--- src/rtl/core/napt_pkg.sv ---
// Shared types and constants for the TCP address and port translation engine.
package napt_pkg;

   localparam logic [7:0] FLAG_FIN    = 8'h01;
   localparam logic [7:0] FLAG_SYN    = 8'h02;
   localparam logic [7:0] FLAG_RST    = 8'h04;
   localparam logic [7:0] FLAG_ACK    = 8'h10;
   localparam logic [7:0] FLAG_FINACK = 8'h11;

   localparam logic [1:0] CSR_LOCAL_NETWORK = 2'd0;
   localparam logic [1:0] CSR_PREFIX_LENGTH = 2'd1;
   localparam logic [1:0] CSR_PUBLIC_IP     = 2'd2;

   localparam logic [1:0] CLOSE_NONE  = 2'd0;
   localparam logic [1:0] CLOSE_FINAL = 2'd1;
   localparam logic [1:0] CLOSE_FIRST = 2'd2;

   typedef struct packed {
      logic        is_tcp;
      logic [31:0] src_ip;
      logic [15:0] src_port;
      logic [31:0] dst_ip;
      logic [15:0] dst_port;
      logic [7:0]  tcp_flags;
   } req_type;

   typedef struct packed {
      logic        verdict;
      logic        rewrite_side;
      logic [31:0] new_ip;
      logic [15:0] new_port;
      logic        slot_freed;
   } rsp_type;

   typedef struct packed {
      logic [1:0]  out_close;
      logic [1:0]  in_close;
      logic [15:0] port;
      logic [31:0] ip;
      logic        valid;
   } entry_type;

   typedef struct packed {
      logic clear;
      logic load;
      logic scan;
      logic finish;
   } cmd_type;

   typedef struct packed {
      logic cnt_last;
      logic is_tcp;
      logic is_out;
   } sts_type;

endpackage

--- src/rtl/core/napt_ctrl.sv ---
// Sequencer for table clearing, outbound scan and inbound lookup.
module napt_ctrl (
   input  logic              clock,
   input  logic              reset,
   input  logic              start,
   output logic              busy,
   output napt_pkg::cmd_type cmd,
   input  napt_pkg::sts_type sts
);
   import napt_pkg::*;

   typedef enum logic [6:0] {
      ST_CLEAR    = 7'b0000001,
      ST_IDLE     = 7'b0000010,
      ST_DISPATCH = 7'b0000100,
      ST_SCAN     = 7'b0001000,
      ST_DRAIN    = 7'b0010000,
      ST_LOOKUP   = 7'b0100000,
      ST_FINISH   = 7'b1000000
   } state_type;

   state_type state_ff, state_in;

   always_comb begin
      state_in = state_ff;
      cmd      = '0;
      unique case (state_ff)
         ST_CLEAR: begin
            cmd.clear = 1'b1;
            if (sts.cnt_last) state_in = ST_IDLE;
         end
         ST_IDLE: begin
            if (start) begin
               cmd.load = 1'b1;
               state_in = ST_DISPATCH;
            end
         end
         ST_DISPATCH: begin
            if (!sts.is_tcp) state_in = ST_FINISH;
            else if (sts.is_out) state_in = ST_SCAN;
            else state_in = ST_LOOKUP;
         end
         ST_SCAN: begin
            cmd.scan = 1'b1;
            if (sts.cnt_last) state_in = ST_DRAIN;
         end
         ST_DRAIN:  state_in = ST_FINISH;
         ST_LOOKUP: state_in = ST_FINISH;
         ST_FINISH: begin
            cmd.finish = 1'b1;
            state_in   = ST_IDLE;
         end
         default: state_in = ST_CLEAR;
      endcase
   end

   always_ff @(posedge clock) begin
      if (reset) state_ff <= ST_CLEAR;
      else       state_ff <= state_in;
   end

   assign busy = (state_ff != ST_IDLE);

endmodule

--- config.mk ---
export PLATFORM = sky130hd
export DESIGN_NAME = napt_ctrl
export DESIGN_NICKNAME = d
export VERILOG_FILES = /design/src/rtl/core/napt_pkg.sv /design/src/rtl/core/napt_ctrl.sv
export SDC_FILE = /design/constraint.sdc
export NUM_CORES = 1
export LEC_CHECK = 0
export BUFFER_PORTS_ARGS = -buffer_cell sky130_fd_sc_hd__buf_2
export CAP_MARGIN = 20
export CORE_AREA = 3 3 40 42
export CTS_CLUSTER_DIAMETER = 150
export DETAILED_ROUTE_END_ITERATION = 10
export DIE_AREA = 0 0 43 45
export PLACE_DENSITY_LB_ADDON = 0.25
export SLEW_MARGIN = 0
export SYNTH_ARGS = -nofsm -noshare
export SYNTH_HDL_FRONTEND = slang
export SYNTH_SLANG_ARGS = --single-unit
export TNS_END_PERCENT = 50
--- constraint.sdc ---
create_clock -name clock -period 1.9 [get_ports clock]
set_input_delay 0.19 -clock clock [delete_from_list [all_inputs] [get_ports clock]]
set_output_delay 0.19 -clock clock [all_outputs]
set_load 0.005 [all_outputs]
# [After elaboration in Yosys (flattened, before gate mapping)]
# Cells that the tools add are included.
[word_totals] inputBits=6 elab_cells=25 regBits=7 out_inout_bits=5
[op_classes] eq_ne=11 mux=11 n_reduce_logical=2
[op_table] cell="one-hot mux 7 bit (6 select lines)" n=1
[op_table] cell="two-way mux 7 bit" n=4
[op_table] cell="== test 7 x 1 -> 1 bit, second input constant" n=1
[op_table] cell="== test 7 x 2 -> 1 bit, second input constant" n=1
[op_table] cell="== test 7 x 3 -> 1 bit, second input constant" n=1
[op_table] cell="== test 7 x 4 -> 1 bit, second input constant" n=1
[op_table] cell="== test 7 x 5 -> 1 bit, second input constant" n=1
[op_table] cell="== test 7 x 6 -> 1 bit, second input constant" n=1
[op_table] cell="== test 7 bit, second input constant" n=1
[op_table] cell="inequality test 7 x 2 -> 1 bit, second input constant" n=1
[op_table] cell="two-way mux 6 bit" n=1
[op_table] cell="inequality test 2 bit, second input constant" n=3
[op_table] cell="two-way mux 1 bit" n=5
[op_table] cell="AND reduction 3 bit" n=1
[op_table] cell="OR reduction 2 bit" n=1

# [Depth between registers and ports, before layout]
# Gate-level depths: netlist of run 1.
[depth] word_depth=3 ltp_mapped=5 mapped_depth_nobuf=4

# [Worst setup path before layout of run 1]
# OpenSTA, ideal clock, no wires.
[synth_timing] path_type="reg2reg" from="register state_ff[1]" to="register state_ff[0]" required_time_ns=1.778 period_less_slack_ns=1.327 path_buffers=0 arrival_ns=1.205 stages_incl_launch_ff=5 path_slack_ns=0.573 setup_ns=0.122 cell_sequence="dfxtp_1 > nor4_4 > nor3b_2 > nor3b_1 > a221o_1"
[synth_between] elab_chain_cells=3 elab_cells_between_ends=13 cone_classes="10 x eq/ne; 1 x mux; 2 x reduce/logical"
[synth_rtl] element="start, declared" line="napt_ctrl.sv:22" source="state_type state_ff, state_in;"
[synth_rtl] element="start signal, assigned" line="napt_ctrl.sv:59" source="else state_ff <= state_in;"
[synth_rtl] element="== test 7 x 6 -> 1 bit, or another cell as far along" line="napt_ctrl.sv:27" source="unique case (state_ff)"
[synth_rtl] element="OR reduction 2 bit (no source line) or inequality test 2 bit (tied branches)"
[synth_rtl] element="one-hot mux 7 bit (6 select lines) or AND reduction 3 bit (tied branches)"
# Several ways; a longest one is shown, not always the timed one.
# A chain may end at the register's enable or synchronous reset.

==> impl_metrics.tcl, run 1 <==
set metrics [dict create \
    status "finished, final reports clean" \
    firstDrtPassIters 4 \
    power_frac_seq_pct 44.0 \
    dr.first_iter.drc_count 8 \
    hpwl_um 707 \
    seq_area_frac_synth_pct 33.5 \
    worstSetupPathType "flop to output pin" \
    skew_ns 0.00419 \
    die_y_um 45 \
    ys_seq_elements 7 \
    htree_levels 1 \
    cts_tree "done" \
    postCtsSetupRepairBufs 0 \
    dp.cells 67 \
    fin_crit_sh_pct 94.0 \
    crit_path_end_kind "output pin" \
    initial_core_util_pct 32.5 \
    drive_above_1_share_pct 32.1 \
    cts_root_buffer "clkbuf_4" \
    cts-root-to-sink-buffers 2 \
    grt_pass1_wl_um 1490 \
    crit_start "state_ff[3]$_SDFFE_PP0P_" \
    path_clk_slew_ns 0.05 \
    r2r_slack_ns 0.43 \
    io_buffers 10 \
    largest_reg_flops 7 \
    stdcell_count 71 \
    p_per_area_nw_per_um2 879 \
    finalInstanceArea_um2 499 \
    totalWireLength_um 875 \
    core_area_um2 1280 \
    critPathArrivalTime_ns 1.60 \
    ys_types 25 \
    fmax_ghz 0.560 \
    grt_max_degree 11 \
    slowest_stage "nor4_2" \
    vias 346 \
    grt_usage_pct 10.8 \
    swShare_pct 31.0 \
    grt_remaining_overflow 0 \
    hold_ws_ns 0.121 \
    grt_pass1_vias 323 \
    die_w_um 43 \
    rows 13 \
    critical_path.endpoint "cmd[2]" \
    relSlewSlack_pct 71.3 \
    switching_power_mw 0.136 \
    diodes 0 \
    clkPwrFrac_pct 30.0 \
    hp-class "input pin to flop" \
    fin_crit_ns 1.79 \
    cp_cell_sequence "nor4_2, nor3b_2, and2_1, buf_2" \
    pre_cts_ws_ns 0.379 \
    nNetsFinal 63 \
    ios 11 \
    cpPeakStageDelay_ns 0.44 \
    rsz0062_at_grt "no" \
    synth_edf_count 0 \
    viasPerCell 4.87 \
    top_regs "state_ff (7)" \
    yosys_warnings 0 \
    finalSetupViolations 0 \
    p_leak_nw 0.220 \
    intPower_mw 0.303 \
    syn_avg_cell_area_um2 9.72 \
    tightest_slew_ns 0.430 \
    top_register "state_ff" \
    cap_violations 0 \
    rr_startpoint "state_ff[3]$_SDFFE_PP0P_" \
    worst_slack_ns 0.113 \
    placedInstanceArea_um2 472 \
    r2r_end "state_ff[0]$_SDFFE_PP1P_" \
    startpoint_type "flop" \
    ir_worst_vdd_v 0.000360 \
    syn-cell-area_um2 418 \
    place.gp.congestion 0.767 \
    ctsHoldBuffers 0 \
    synth-main-ff-cell "dfxtp_1" \
    required_ns 1.71 \
    cp.depth 4 \
    setup_tns_ns 0 \
    clkLatencyLatePin_ns 0.25 \
    drc_errors 0 \
    async_flop_share_pct 0 \
    routedWlPerCell_um 12.3 \
    path_buf_inv 1 \
    syn_inst 43 \
    hold_violations 0 \
    slew_violations 0 \
    r2r_cells 3 \
    antenna_left 0 \
    cts_resized 0 \
    path_delay_family "simple AND/OR/NAND/NOR gates" \
    grt_antenna_before_repair 0 \
    clock-sinks 7 \
    comb_power_share_pct 26.0 \
    syn_to_final_growth_pct 19.5 \
    synth_fp_nets 49 \
    cts_buffers 3 \
    path_max_fanout 5 \
    dieArea_um2 1940 \
]
worst register-to-register path: stages (launching register included):
cell and delay, ns:
dfxtp_1 0.38, nor4_2 0.44, o21ai_0 0.17, a221o_1 0.37
cells in the final DEF (no fill, tap or decap):
cell type and instances:
inv_1 2, nor3b_2 2, nor3b_1 1, and4bb_1 1
nand3_1 1, and4b_1 2, nand4_1 1, o21ai_1 1
and3_1 1, and2_1 1, xor2_1 1, clkinv_2 1
buf_2 10, and2b_1 1, o21ai_0 1, dfxtp_1 7
a221o_1 1, xnor2_1 2, nor2_1 6, nor3_1 4
o21ba_1 1, nor4_4 1, o2bb2a_1 1, clkbuf_4 3
or2b_1 1, nor4_2 1, and3b_1 1
logic make-up after synthesis:
family          share of synthesized area, %
simple gates                            45.2
flops                                   33.5
compound gates                          9.58
xor+xnor                                6.29
buf+inv                                 5.39
layer usage:
metal  vias up  wire length, um  global-route usage [%]
met3         0               35                    5.98
met1       157              431                    14.4
met4         0                0                    3.61
li1        183                -                       -
met5         -                0                       0
met2         6              408                    14.7
worst min path at each step:
stage                 from                       end  slack, ns  cells after the start
floorplan            reset  state_ff[3]$_SDFFE_PP0P_       0.26                      1
global placement    sts[0]  state_ff[5]$_SDFFE_PP0P_       0.38                      2
detailed placement  sts[0]  state_ff[5]$_SDFFE_PP0P_       0.38                      2
CTS                 sts[0]  state_ff[5]$_SDFFE_PP0P_       0.11                      2
global route        sts[0]  state_ff[5]$_SDFFE_PP0P_       0.12                      2
finish              sts[0]  state_ff[5]$_SDFFE_PP0P_       0.12                      2
per-stage QoR:
step	power, mW	utilization (%)
after CTS	0.447	38.9
final	0.439	38.9
after global routing	0.482	38.9
after detailed placement	0.313	36.7
after floorplan	0.293	-
after global placement	0.311	36.7
power by group through the flow:
stage / sequential [mW] / combinational (mW) / clock, mW
finish: 0.193 / 0.114 / 0.132
CTS: 0.194 / 0.116 / 0.137
detailed placement: 0.197 / 0.115 / 0
global route: 0.199 / 0.131 / 0.152
floorplan: 0.176 / 0.117 / 0
global placement: 0.195 / 0.116 / 0
cell usage after synthesis (2+ instances only):
library cell  count  share of area, %
dfxtp_1           7                34
nor2_1            6               5.4
nor3_1            4               4.8
and4b_1           2               4.8
inv_1             2               1.8
nor3b_2           2               6.0
xnor2_1           2               4.2
final cells by class:
type | count | area (um^2)
Tap cell | 15 | 18.8
Multi-Input combinational cell | 33 | 255
Sequential cell | 7 | 140
Clock inverter | 1 | 5.00
Fill cell | 146 | 786
Timing Repair Buffer | 10 | 50.0
Inverter | 2 | 7.51
Clock buffer | 3 | 22.5
No activity file was read; power rests on OpenSTA's default activity.
==> run 2: changes to the inputs <==
CAP_MARGIN = not set   (was 20)
MAX_ROUTING_LAYER = met4   (was not set)
==> impl_metrics.tcl, run 2 (synthesized netlist as in run 1, its figures left out) <==
set metrics [dict create \
    core_area_um2 1280 \
    dr.first_iter.drc_count 6 \
    skew_ns 0.00454 \
    viasPerCell 4.77 \
    slowest_stage "nor4_2" \
    ios 11 \
    cts_buffers 3 \
    startpoint_type "flop" \
    swShare_pct 31.0 \
    nFillCells 146 \
    rsz0062_at_grt "no" \
    die_y_um 45 \
    met2_length_um 409 \
    p_leak_nw 0.220 \
    final_common_cell "buf_2" \
    grt_remaining_overflow 0 \
    crit_start "state_ff[3]$_SDFFE_PP0P_" \
    antenna_left 0 \
    cts_resized 0 \
    io_buffers 10 \
    min_from "sts[0]" \
    nNetsFinal 63 \
    tightest_slew_ns 0.427 \
    required_ns 1.71 \
    highest_layer "met3" \
    fin_crit_ns 1.79 \
    place.gp.congestion 0.777 \
    comb_power_share_pct 25.9 \
    totalWireLength_um 871 \
    hold_violations 0 \
    grt_antenna_before_repair 0 \
    mostFrequentLayoutCells "buf_2, dfxtp_1, nor2_1, nor3_1, clkbuf_4" \
    ctsHoldBuffers 0 \
    grt_pass1_vias 318 \
    drc_errors 0 \
    critPathArrivalTime_ns 1.60 \
    fmax_ghz 0.557 \
    switching_power_mw 0.136 \
    fin_crit_sh_pct 94.5 \
    hp-class "input pin to flop" \
    cpPeakStageDelay_ns 0.45 \
    postCtsSetupRepairBufs 0 \
    setup_tns_ns 0 \
    cts_root_buffer "clkbuf_4" \
    dieArea_um2 1940 \
    worstSetupPathType "flop to output pin" \
    initial_core_util_pct 32.5 \
    cp_cell_sequence "nor4_2, nor3b_2, and2_1, buf_2" \
    p_per_area_nw_per_um2 878 \
    largest_reg_flops 7 \
    r2r_end "state_ff[0]$_SDFFE_PP1P_" \
    p_total_mw 0.439 \
    slew_violations 0 \
    status "finished, final reports clean" \
    clkPwrFrac_pct 30.1 \
    holdPathStages 2 \
    drive_above_1_share_pct 32.1 \
    cap_violations 0 \
    hpwl_um 707 \
    top_register "state_ff" \
    vias 339 \
    r2r_slack_ns 0.42 \
    path_max_fanout 5 \
    wl_met1_um 413 \
    power_frac_seq_pct 44.0 \
    intPower_mw 0.303 \
    cts-root-to-sink-buffers 2 \
    htree_levels 1 \
    r2r_cells 3 \
    ir_worst_vdd_v 0.000361 \
    grt_pass1_wl_um 1490 \
    syn_to_final_growth_pct 19.5 \
    grt_max_degree 11 \
    rr_startpoint "state_ff[3]$_SDFFE_PP0P_" \
    routedWlPerCell_um 12.3 \
    clkLatencyLatePin_ns 0.25 \
    top_regs "state_ff (7)" \
    relSlewSlack_pct 71.3 \
    finalSetupViolations 0 \
    firstDrtPassIters 4 \
    die_w_um 43 \
    crit_path_end_kind "output pin" \
    clock-sinks 7 \
    grt_usage_pct 11.1 \
    diodes 0 \
    cts_tree "done" \
    min_to "state_ff[5]$_SDFFE_PP0P_" \
    rows 13 \
    path_clk_slew_ns 0.05 \
    dr_wl_met3_um 48 \
]
[run 2: cell counts in the layout (fill, tap and decap cells not counted)]
Identical to the previous run, type by type.
[run 2: area by class of cell]
class	count	area (um^2)	area share, %
Clock buffer	3	22.5	4.51
Sequential cell	7	140	28.1
Multi-Input combinational cell	33	255	51.1
Inverter	2	7.51	1.50
Tap cell	15	18.8	3.76
Clock inverter	1	5.00	1.00
Timing Repair Buffer	10	50.0	10.0
[run 2: power groups by stage]
stage | Combinational, mW | Sequential (mW) | Clock [mW]
global placement | 0.116 | 0.195 | 0
global route | 0.131 | 0.199 | 0.152
finish | 0.114 | 0.193 | 0.132
detailed placement | 0.115 | 0.197 | 0
floorplan | 0.117 | 0.176 | 0
CTS | 0.116 | 0.194 | 0.137
[run 2: layer usage]
layer | vias up | global-route usage [%]
li1 | 181 | -
met1 | 150 | 14.4
met2 | 8 | 14.7
met3 | 0 | 5.98
met4 | 0 | 3.61
met5 | - | -
[run 2: how the worst max path moves through the flow]
| stage | endpoint | slack [ns] | cells after the start |
|---|---|---|---|
| 3_5_place_dp | cmd[2] | 0.38 | 4 |
| 5_1_grt | cmd[2] | 0.01 | 4 |
| 2_1_floorplan | state_ff[0]$_SDFFE_PP1P_ | 0.57 | 4 |
| 3_3_place_gp | cmd[2] | 0.38 | 4 |
| 4_1_cts | cmd[2] | 0.1 | 4 |
| 6_report | cmd[2] | 0.11 | 4 |
[run 2: metrics by stage]
step	utilization [%]	hold WS, ns	area, um^2	setup WS [ns]	std cells
after floorplan	-	0.262	418	0.573	43
after global placement	36.7	0.376	472	0.380	67
after detailed placement	36.7	0.377	472	0.379	67
after CTS	38.9	0.114	499	0.0989	71
after global routing	38.9	0.121	499	0.0127	71
final	38.9	0.121	499	0.105	71
[run 2: worst max-delay path, delay by kind of cell, from the launching register on]
family / cells / cell delay, ns
flops: 1 / 0.38
buf+inv: 1 / 0.11
simple gates: 3 / 0.87
